**src/design/b2r_pkg.sv**
```systemverilog
// shared types and constants for the bfloat16 to rgb8 pixel converter
// no dependencies; imported by b2r_chan and the top level
package b2r_pkg;

  typedef logic [15:0] bf16_word_t;
  typedef logic [7:0]  pix_byte_t;

  // number of register stages from input transaction to output register
  localparam int PIPE_DEPTH = 5;

  // biased exponent codes of interest
  localparam logic [7:0] EXP_INF  = 8'd255;
  localparam logic [7:0] EXP_ONE  = 8'd127;
  localparam logic [7:0] EXP_TINY = 8'd97;
  // exponent offset that turns the biased exponent into the shift of v/2 scaled by 2^40
  localparam logic [7:0] EXP_SHIFT_BASE = 8'd95;

  // fixed results of the special cases
  localparam pix_byte_t BYTE_ZERO = 8'd0;
  localparam pix_byte_t BYTE_FULL = 8'd255;
  localparam pix_byte_t BYTE_MID  = 8'd128;

  // 0.5 with 40 fraction bits
  localparam logic [40:0] HALF_FIX = 41'h1 << 39;

endpackage

```
**src/design/b2r_chan.sv**
```systemverilog
// datapath of one colour channel: bfloat16 word to unsigned byte in five stages
// depends on b2r_pkg; the pipeline enable comes from the top level
module b2r_chan
  import b2r_pkg::*;
(
  input  logic       clk,
  input  logic       en,
  input  bf16_word_t word_in,
  output pix_byte_t  byte_out
);

  // stage 1 registers: exact sum 0.5 + v/2 with 40 fraction bits
  logic [40:0] s1_sum;
  logic        s1_neg;
  logic        s1_spec;
  pix_byte_t   s1_sbyte;
  // stage 2 registers: sum rounded to single, in units of 2^-25
  logic [25:0] s2_sum;
  logic        s2_spec;
  pix_byte_t   s2_sbyte;
  // stage 3 registers: exact product by 255
  logic [33:0] s3_prod;
  logic        s3_spec;
  pix_byte_t   s3_sbyte;
  // stage 4 registers: product and its rounding shift
  logic [33:0] s4_prod;
  logic [3:0]  s4_sh;
  logic        s4_spec;
  pix_byte_t   s4_sbyte;

  // stage 1 logic: decode, classify and form the sum
  logic        a_sign;
  logic [7:0]  a_exp;
  logic [6:0]  a_frac;
  logic [4:0]  a_shift;
  logic [40:0] a_half_mag;
  logic [40:0] a_sum;
  logic        a_spec;
  pix_byte_t   a_sbyte;

  always_comb begin
    a_sign     = word_in[15];
    a_exp      = word_in[14:7];
    a_frac     = word_in[6:0];
    a_shift    = 5'(a_exp - EXP_SHIFT_BASE);
    a_half_mag = {33'd0, 1'b1, a_frac} << a_shift;
    a_sum      = a_sign ? (HALF_FIX - a_half_mag) : (HALF_FIX + a_half_mag);
    a_spec     = 1'b1;
    a_sbyte    = BYTE_MID;
    if (a_exp == EXP_INF) begin
      // nan gives zero, infinities saturate
      a_sbyte = ((a_frac != 7'd0) || a_sign) ? BYTE_ZERO : BYTE_FULL;
    end else if (a_exp >= EXP_ONE) begin
      a_sbyte = a_sign ? BYTE_ZERO : BYTE_FULL;
    end else if (a_exp < EXP_TINY) begin
      a_sbyte = BYTE_MID;
    end else begin
      a_spec = 1'b0;
    end
  end

  // stage 2 logic: round to 24 bits; leading one sits at bit 39 when
  // positive and at bit 38 or lower (exact then) when negative
  logic        b_up_pos;
  logic        b_up_neg;
  logic [25:0] b_sum;

  always_comb begin
    b_up_pos = s1_sum[15] && ((s1_sum[14:0] != 15'd0) || s1_sum[16]);
    b_up_neg = s1_sum[14] && ((s1_sum[13:0] != 14'd0) || s1_sum[15]);
    if (s1_neg) begin
      b_sum = s1_sum[40:15] + 26'(b_up_neg);
    end else begin
      b_sum = {s1_sum[40:16] + 25'(b_up_pos), 1'b0};
    end
  end

  // stage 3 logic: times 255 as shift and subtract
  logic [33:0] c_prod;

  always_comb begin
    c_prod = {s2_sum, 8'd0} - {8'd0, s2_sum};
  end

  // stage 4 logic: leading one search and rounding shift
  logic [5:0] d_pos;
  logic [3:0] d_sh;

  always_comb begin
    d_pos = 6'd0;
    for (int i = 0; i < 34; i++) begin
      if (s3_prod[i]) begin
        d_pos = 6'(i);
      end
    end
    d_sh = (d_pos > 6'd23) ? 4'(d_pos - 6'd23) : 4'd0;
  end

  // stage 5 logic: round product to 24 bits, then half up to a byte
  logic [33:0] e_mask;
  logic [33:0] e_half;
  logic [33:0] e_rem;
  logic [33:0] e_q;
  logic        e_up;
  logic [34:0] e_t;
  logic [34:0] e_tb;
  pix_byte_t   e_byte;

  always_comb begin
    e_mask = (34'd1 << s4_sh) - 34'd1;
    e_half = e_mask ^ (e_mask >> 1);
    e_rem  = s4_prod & e_mask;
    e_q    = s4_prod >> s4_sh;
    e_up   = (s4_sh != 4'd0) &&
             ((e_rem > e_half) || ((e_rem == e_half) && e_q[0]));
    e_t    = {1'b0, e_q + 34'(e_up)} << s4_sh;
    e_tb   = e_t + (35'd1 << 24);
    e_byte = s4_spec ? s4_sbyte : e_tb[32:25];
  end

  // pipeline registers, all advance together
  always_ff @(posedge clk) begin
    if (en) begin
      s1_sum   <= a_sum;
      s1_neg   <= a_sign;
      s1_spec  <= a_spec;
      s1_sbyte <= a_sbyte;
      s2_sum   <= b_sum;
      s2_spec  <= s1_spec;
      s2_sbyte <= s1_sbyte;
      s3_prod  <= c_prod;
      s3_spec  <= s2_spec;
      s3_sbyte <= s2_sbyte;
      s4_prod  <= s3_prod;
      s4_sh    <= d_sh;
      s4_spec  <= s3_spec;
      s4_sbyte <= s3_sbyte;
      byte_out <= e_byte;
    end
  end

endmodule

```
**src/design/bf16_signed_to_rgb8_pixel_unit.sv**
```systemverilog
// Top level of the bfloat16 signed to rgb8 pixel converter.
// Depends on b2r_pkg and three instances of b2r_chan.
//
// Usage:
//   s_* carries one pixel per transaction: three bfloat16 words in the
//   range -1 to 1. m_* returns the three bytes (v*0.5+0.5 clamped to
//   [0,1], times 255, rounded half away from zero, single-precision
//   rounding at every step). NaN gives 0, infinities saturate.
//   An input transaction passes the five register stages before m_tvalid:
//   sum, first rounding, multiply by 255, leading
//   one search, second rounding and byte.
//   Throughput is one pixel per cycle while m_tready stays high.
//   When the receiver stalls with a result waiting, the whole pipeline
//   holds and s_tready drops; empty stages do not fill during the stall,
//   since s_tready is high only when the output register is empty or being taken.
//   A synchronous reset empties the pipeline; data registers are not
//   cleared and carry no meaning until their valid bit is set.
module bf16_signed_to_rgb8_pixel_unit
  import b2r_pkg::*;
(
  input  logic        clk,
  input  logic        rst,
  input  logic        s_tvalid,
  output logic        s_tready,
  input  logic [47:0] s_tdata,  // red_half [15:0], green_half [31:16], blue_half [47:32]
  output logic        m_tvalid,
  input  logic        m_tready,
  output logic [23:0] m_tdata   // red_byte [7:0], green_byte [15:8], blue_byte [23:16]
);

  logic [PIPE_DEPTH-1:0] valid;
  logic                  en;
  pix_byte_t             red_byte;
  pix_byte_t             green_byte;
  pix_byte_t             blue_byte;

  // global advance: the output register is free or being taken
  assign en       = !valid[PIPE_DEPTH-1] || m_tready;
  assign s_tready = en;
  assign m_tvalid = valid[PIPE_DEPTH-1];
  assign m_tdata  = {blue_byte, green_byte, red_byte};

  // valid bits travel with the data
  always_ff @(posedge clk) begin
    if (rst) begin
      valid <= '0;
    end else if (en) begin
      valid <= {valid[PIPE_DEPTH-2:0], s_tvalid};
    end
  end

  // one datapath per colour channel
  b2r_chan u_red (
    .clk      (clk),
    .en       (en),
    .word_in  (s_tdata[15:0]),
    .byte_out (red_byte)
  );

  b2r_chan u_green (
    .clk      (clk),
    .en       (en),
    .word_in  (s_tdata[31:16]),
    .byte_out (green_byte)
  );

  b2r_chan u_blue (
    .clk      (clk),
    .en       (en),
    .word_in  (s_tdata[47:32]),
    .byte_out (blue_byte)
  );

  // pipeline empty right after reset
  a_reset_empty: assert property (@(posedge clk) rst |=> (valid == '0))
    else $error("pipeline not empty after reset");

  // a stalled output freezes every valid bit
  a_stall_holds: assert property (@(posedge clk) disable iff (rst)
    (m_tvalid && !m_tready) |=> $stable(valid))
    else $error("pipeline moved during stall");

  // an accepted pixel enters the first stage
  a_accept_enters: assert property (@(posedge clk) disable iff (rst)
    (s_tvalid && s_tready) |=> valid[0])
    else $error("accepted pixel lost at entry");

  // a result is not dropped while the receiver is not ready
  a_no_drop: assert property (@(posedge clk) disable iff (rst)
    (m_tvalid && !m_tready) |=> m_tvalid)
    else $error("result dropped while stalled");

endmodule
```
**config.mk**
```make
export PLATFORM = sky130hd
export DESIGN_NAME = bf16_signed_to_rgb8_pixel_unit
export DESIGN_NICKNAME = d
export VERILOG_FILES = /design/src/design/b2r_pkg.sv /design/src/design/b2r_chan.sv /design/src/design/bf16_signed_to_rgb8_pixel_unit.sv
export SDC_FILE = /design/constraint.sdc
export NUM_CORES = 2
export LEC_CHECK = 0
export BUFFER_PORTS_ARGS = -buffer_cell sky130_fd_sc_hd__buf_2
export CELL_PAD_IN_SITES_DETAIL_PLACEMENT = 0
export CELL_PAD_IN_SITES_GLOBAL_PLACEMENT = 1
export CORE_MARGIN = 2
export CORE_UTILIZATION = 40
export CTS_CLUSTER_SIZE = 28
export DETAILED_ROUTE_END_ITERATION = 12
export MAX_ROUTING_LAYER = met4
export PLACE_DENSITY_LB_ADDON = 0.08
export SETUP_SLACK_MARGIN = 0.15
export SYNTH_ARGS = -nofsm -noshare
export SYNTH_HDL_FRONTEND = slang
export SYNTH_HIERARCHICAL = 1
export SYNTH_SLANG_ARGS = --single-unit
```
**constraint.sdc**
```tcl
create_clock -name clk -period 11.05 [get_ports clk]
set_clock_uncertainty 0.1 [all_clocks]
set_input_delay 1.6575 -clock clk [delete_from_list [all_inputs] [get_ports clk]]
set_output_delay 1.6575 -clock clk [all_outputs]
set_load 0.05 [all_outputs]
```
# Word level (Yosys, flattened, before mapping)
# Index checks and enable logic that the tools add are counted.
# totals
reg_bits	557
wordCells	279
mem_count	0
output_inout_bits	26
rom_bits	0
latch_bits	0
ramBits	0
in_bits	52
# op_classes
addsub	30
n_mux	123
n_eq_ne	6
shifts	12
reduce_logical	41
magnitude_cmp	12
n_bitwise	6
n_div	0
multipliers	0
# ops
op	n
5-bit two-way mux	48
40-bit by 41-bit adder with 41-bit output (first input constant)	3
41-bit two-way mux	3
8-bit by 5-bit << shifter with 41-bit output	3
40-bit by 41-bit subtractor with 41-bit output (first input constant)	3
8-bit two-way mux	15
34-bit by 1-bit adder with 34-bit output	3
34-bit bitwise AND	3
34-bit equality test	3
34-bit greater-than comparator	3
1-bit by 4-bit << shifter with 34-bit output (first input constant)	3
34-bit by 4-bit << shifter with 33-bit output	3
34-bit by 4-bit >> shifter with 34-bit output	3
34-bit by 1-bit subtractor with 34-bit output (second input constant)	3
34-bit by 26-bit subtractor with 34-bit output	3
34-bit by 33-bit XOR with 34-bit output	3
33-bit by 25-bit adder with 33-bit output (second input constant)	3
4-bit two-way mux	24
26-bit by 1-bit adder with 26-bit output	3
26-bit two-way mux	3
25-bit by 1-bit adder with 25-bit output	3
15-bit nonzero test	3
14-bit nonzero test	3
3-bit two-way mux	12
other kinds (15)	71

# Depth between registers and ports, before layout
# logic_depth
ltp_word	34
ltp_mapped	35
ltp_nobuf	26

# Cells and area by module
# Netlist, hierarchy kept.
# by_module_without_submodules
mod	seq_area_each_um2	instances	cells_each	area_each_um2
b2r_chan (u_red)	4774.6	1	1448	13685.6
b2r_chan (u_blue)	4774.6	1	1443	13528.0
b2r_chan (u_green)	4774.6	1	1443	13426.6
bf16_signed_to_rgb8_pixel_unit	100.1	1	18	197.7

# Worst setup path after synthesis
# No wires, ideal clock.
# synth_timing
kind	input to output
startpoint	in m_tready
endpoint	out s_tready
required_time_ns	9.293
path_buffers	0
setup_slack_ns	2.360
cell_stages	2
arrival_time_ns	6.933
cell_sequence	nor2b_4 > inv_2
# synth_between
elab_chain_cells	1
# synth_rtl
element	line_no	source
start: declaration	bf16_signed_to_rgb8_pixel_unit.sv:27	input logic m_tready,
1-bit logical OR	bf16_signed_to_rgb8_pixel_unit.sv:38	assign en = !valid[PIPE_DEPTH-1] || m_tready;
end: declaration	bf16_signed_to_rgb8_pixel_unit.sv:24	output logic s_tready,
# Every way passes these cells.

# Worst setup path in the final report
# layout_timing
startpoint	reg u_blue.s4_sh[1]
endpoint	reg u_blue.byte_out[7] (data pin)
# layout_between
elab_chain_cells	11
elab_cells_between_ends	15
cone_classes	add/sub (3); order compare (1); eq/ne (1); shift (3); mux (1); bitwise (2); reduce/logical (4)
# layout_rtl
element	line_no	source
start: declaration	b2r_chan.sv:27	logic [3:0] s4_sh;
start signal: assignment	b2r_chan.sv:135	s4_sh <= d_sh;
parallel branches: the longest is 8 deep, another holds 34-bit by 1-bit subtractor with 34-bit output	--	
34-bit by 4-bit << shifter with 33-bit output (*)	b2r_chan.sv:116	e_t = {1'b0, e_q + 34'(e_up)} << s4_sh;
33-bit by 25-bit adder with 33-bit output (*)	b2r_chan.sv:117	e_tb = e_t + (35'd1 << 24);
8-bit two-way mux (*)	b2r_chan.sv:118	e_byte = s4_spec ? s4_sbyte : e_tb[32:25];
net u_blue.e_byte[7]	b2r_chan.sv:107	pix_byte_t e_byte;
end signal: assignment	b2r_chan.sv:138	byte_out <= e_byte;
end: declaration	b2r_chan.sv:9	output pix_byte_t byte_out
# Mark *: on every way through the listed nets, which the timed path passes.
# A chain may end at the register's enable or synchronous reset.

==> run_results.csv <==
group,metric,value,unit
status,outcome,"complete, no violations",
placed_design,io_buffers,77,
cts,postCtsHoldBufs,0,
yosys,syn-cell-area,40840,um2
cts,cts-root-buf,"clkbuf_16",
route,routed_wirelength,115100,um
route,remaining_drc_errors,0,
yosys,synth-edff-count,477,
power_and_ir_drop,seq_power_share,31.5,%
power_and_ir_drop,swShare,43.43,%
floorplan,die_area,104700,um2
grt,overflow,0,
grt,grt_usage,22.45,%
power_and_ir_drop,comb_power_share,50.9,%
finish,area_delta_synth_final,8.591,%
power_and_ir_drop,power.total,10.40,mW
power_and_ir_drop,leakage,16.75,nW
cts,clk_pin_slew_worst_paths,0.06,ns
timing,rsz0062_at_grt,"false",
setup_path,startpoint_type,"flip-flop",
timing,timing.fmax,0.1261,GHz
min_path,hp-class,"reg2reg",
timing,setup_violations,0,
route,drtIter0Drc,2318,
yosys,synthArstFlopShare,0,%
floorplan,die_x,323.5,um
timing,final-max-slew-violation-count,0,
setup_path,cp_max_fo,59,
placed_design,gp_congestion,0.9248,
grt,grt_start_max_net_pins,131,
yosys,synthFlopType,"edfxtp_1",
timing,period_share,71.76,%
setup_path,critical_path_class,"reg2reg",
placed_design,dpl.hpwl,85480,um
setup_path,crit_path_top_delay_cell,"ha_1",
route,drt-pass1-iter-count,5,
timing,worstMarginPinSlew,1.247,ns
yosys,yosysWarnings,6,
grt,grt_pass1_wl,182800,um
run,drv_cap,0,
finish,fin_util,43.71,%
route,drt.antenna.violating_nets,0,
finish,antenna_cells,0,
route,vias_per_cell,5.740,
timing,hold_slack,0.3162,ns
cts,cts_tree,"done",
setup_path,cp.arrival,8.18,ns
yosys,ys_seq_area_share,35.32,%
cts,cts_resized,0,
floorplan,placementRows,117,
setup_path,critPathMaxStageDelay,0.75,ns
power_and_ir_drop,power.share.clock,17.6,%
cts,cts_setup_buffers,0,
yosys,syn_avg_cell_area,9.384,um2
timing,finalHoldViolCount,0,
yosys,syn_inst,4352,
grt,antenna_found_initial,1,
cts,htree_levels,2,
floorplan,ioPinCount,78,
yosys,synth_cell_types,116,
timing,fin_crit,7.929,ns
setup_path,worst_setup_path_end_kind,"flip-flop",
floorplan,start_util,40.25,%
cts,cts_buffer_depth,3,
cts,clock-sinks,482,
grt,grt_pass1_vias,31770,
power_and_ir_drop,p_int,5.883,mW
timing,fin_tns_setup,0,ns
cts,cts_made_buffers,56,
finish,drive_gt1_share,11.11,%
power_and_ir_drop,power-per-cell-area,234.5,nW/um2
cts,clkLatencyLatePin,0.64,ns
setup_path,critPathMostFrequentCell,"ha_1",
yosys,ys_seq_elements,482,
finish,num-nets-final,4627,
timing,setup_slack,3.121,ns
floorplan,die_h,323.5,um
power_and_ir_drop,ir_drop,0.1320,mV
finish,fillCellCount,10040,
route,wl_per_cell,19.85,um
setup_path,required,11.30,ns
floorplan,core,101400,um2
route,via_count,33280,
placed_design,place_ws,3.273,ns
timing,relSlewSlack,16.24,%
power_and_ir_drop,power_switching,4.517,mW
[synth_stat cells, types with 79 or more instances]
library cell / instances / share of area [%]
a21oi_1: 226 / 2.8
and3_1: 79 / 1.2
clkbuf_1: 111 / 1.0
edfxtp_1: 477 / 35
ha_1: 189 / 5.8
inv_1: 161 / 1.5
mux2i_1: 133 / 3.3
mux4_2: 82 / 4.5
nand2_1: 433 / 4.0
nand3_1: 150 / 1.8
nor2_1: 356 / 3.3
nor3_1: 159 / 1.9
o21ai_0: 209 / 2.6
xnor2_1: 242 / 5.2
xor2_1: 87 / 1.9
[worst max-delay path, delay by kind of cell (launching register included)]
kind / cells / cell delay (ns)
AND/OR/NAND/NOR: 13 / 2.93
adder cells (fa/ha/maj): 3 / 1.21
flip-flops: 1 / 0.32
XOR/XNOR: 1 / 0.13
buffers and inverters: 3 / 0.98
AO/OA/AOI/OAI: 6 / 1.56
multiplexers: 1 / 0.37
[layout by cell type (no fill, tap or decap), drive strengths merged, types with 68 or more instances in the layout]
master	n
nor4	78
o21ai	228
nand3	150
inv	169
mux2	68
mux2i	135
nand2	434
a21oi	226
xor2	89
nand4	76
nor3	162
xnor2	242
buf	139
mux4	90
edfxtp	477
ha	189
and3	80
nor2	357
[cell families after synthesis]
family                   after synthesis  synth area share (%)
adder cells (fa/ha/maj)              189                 5.791
flip-flops                           482                 35.32
buffers and inverters                386                 4.225
AND/OR/NAND/NOR                     1653                 20.57
other                                  6               0.05514
multiplexers                         293                 10.26
AO/OA/AOI/OAI                       1012                 16.64
XOR/XNOR                             331                 7.136
[flip-flops by register name (all words and copies together) (netlist names), 5 cells and up]
name,cells
u_blue/s1_sum,40
u_green/s1_sum,40
u_red/s1_sum,40
u_blue/s3_prod,34
u_blue/s4_prod,34
u_green/s3_prod,34
u_green/s4_prod,34
u_red/s3_prod,34
u_red/s4_prod,34
u_blue/s2_sum,26
u_green/s2_sum,26
u_red/s2_sum,26
u_blue/byte_out,8
u_green/byte_out,8
u_red/byte_out,8
valid,5
[cell type report]
type                            instances  area [um2]  share of cell area (%)
Sequential cell                       482       14420                   32.53
Clock buffer                           65        1435                   3.236
Multi-Input combinational cell       3538       24910                   56.17
Timing Repair Buffer                  139       850.8                   1.919
Inverter                              169       641.9                   1.447
Clock inverter                         37       372.9                  0.8408
Tap cell                             1368        1712                   3.860
[metal layers]
| layer | track usage, % | share of wire [%] | vias to the layer above |
|---|---|---|---|
| met5 | - | 0 | - |
| li1 | - | - | 16460 |
| met2 | 34.74 | 45 | 752 |
| met3 | 2.323 | 4.2 | 141 |
| met4 | 6.047 | 2.5 | 0 |
| met1 | 31.31 | 48 | 15930 |
[worst paths after layout]
kind,startpoint,to,slack [ns],depth (start not counted)
min reg2reg,u_green/s1_sbyte[6]$_DFFE_PP_,u_green/s2_sbyte[6]$_DFFE_PP_,0.32,0
max reg2reg,u_blue/s4_sh[1]$_SDFFCE_PP0P_,u_blue/byte_out[7]$_DFFE_PP_,3.12,27
max,u_blue/s4_sh[1]$_SDFFCE_PP0P_,u_blue/byte_out[7]$_DFFE_PP_,3.12,27
min,u_green/s1_sbyte[6]$_DFFE_PP_,u_green/s2_sbyte[6]$_DFFE_PP_,0.32,0
[stage by stage]
| step | cell area (um2) | std cells |
|---|---|---|
| 4_1_cts | 44350 | 5798 |
| 3_3_place_gp | 42540 | 5696 |
| 2_1_floorplan | 41040 | 4406 |
| 6_report | 44350 | 5798 |
| 3_5_place_dp | 42540 | 5696 |
| 5_1_grt | 44350 | 5798 |
[power groups by stage]
stage	logic (mW)	clock network, mW	registers (mW)
floorplan	4.00	0	3.08
global placement	5.26	0	3.30
detailed placement	5.22	0	3.31
CTS	5.25	1.91	3.28
global route	5.82	1.97	3.36
finish	5.30	1.83	3.27
(Power assumes the default switching activity.)
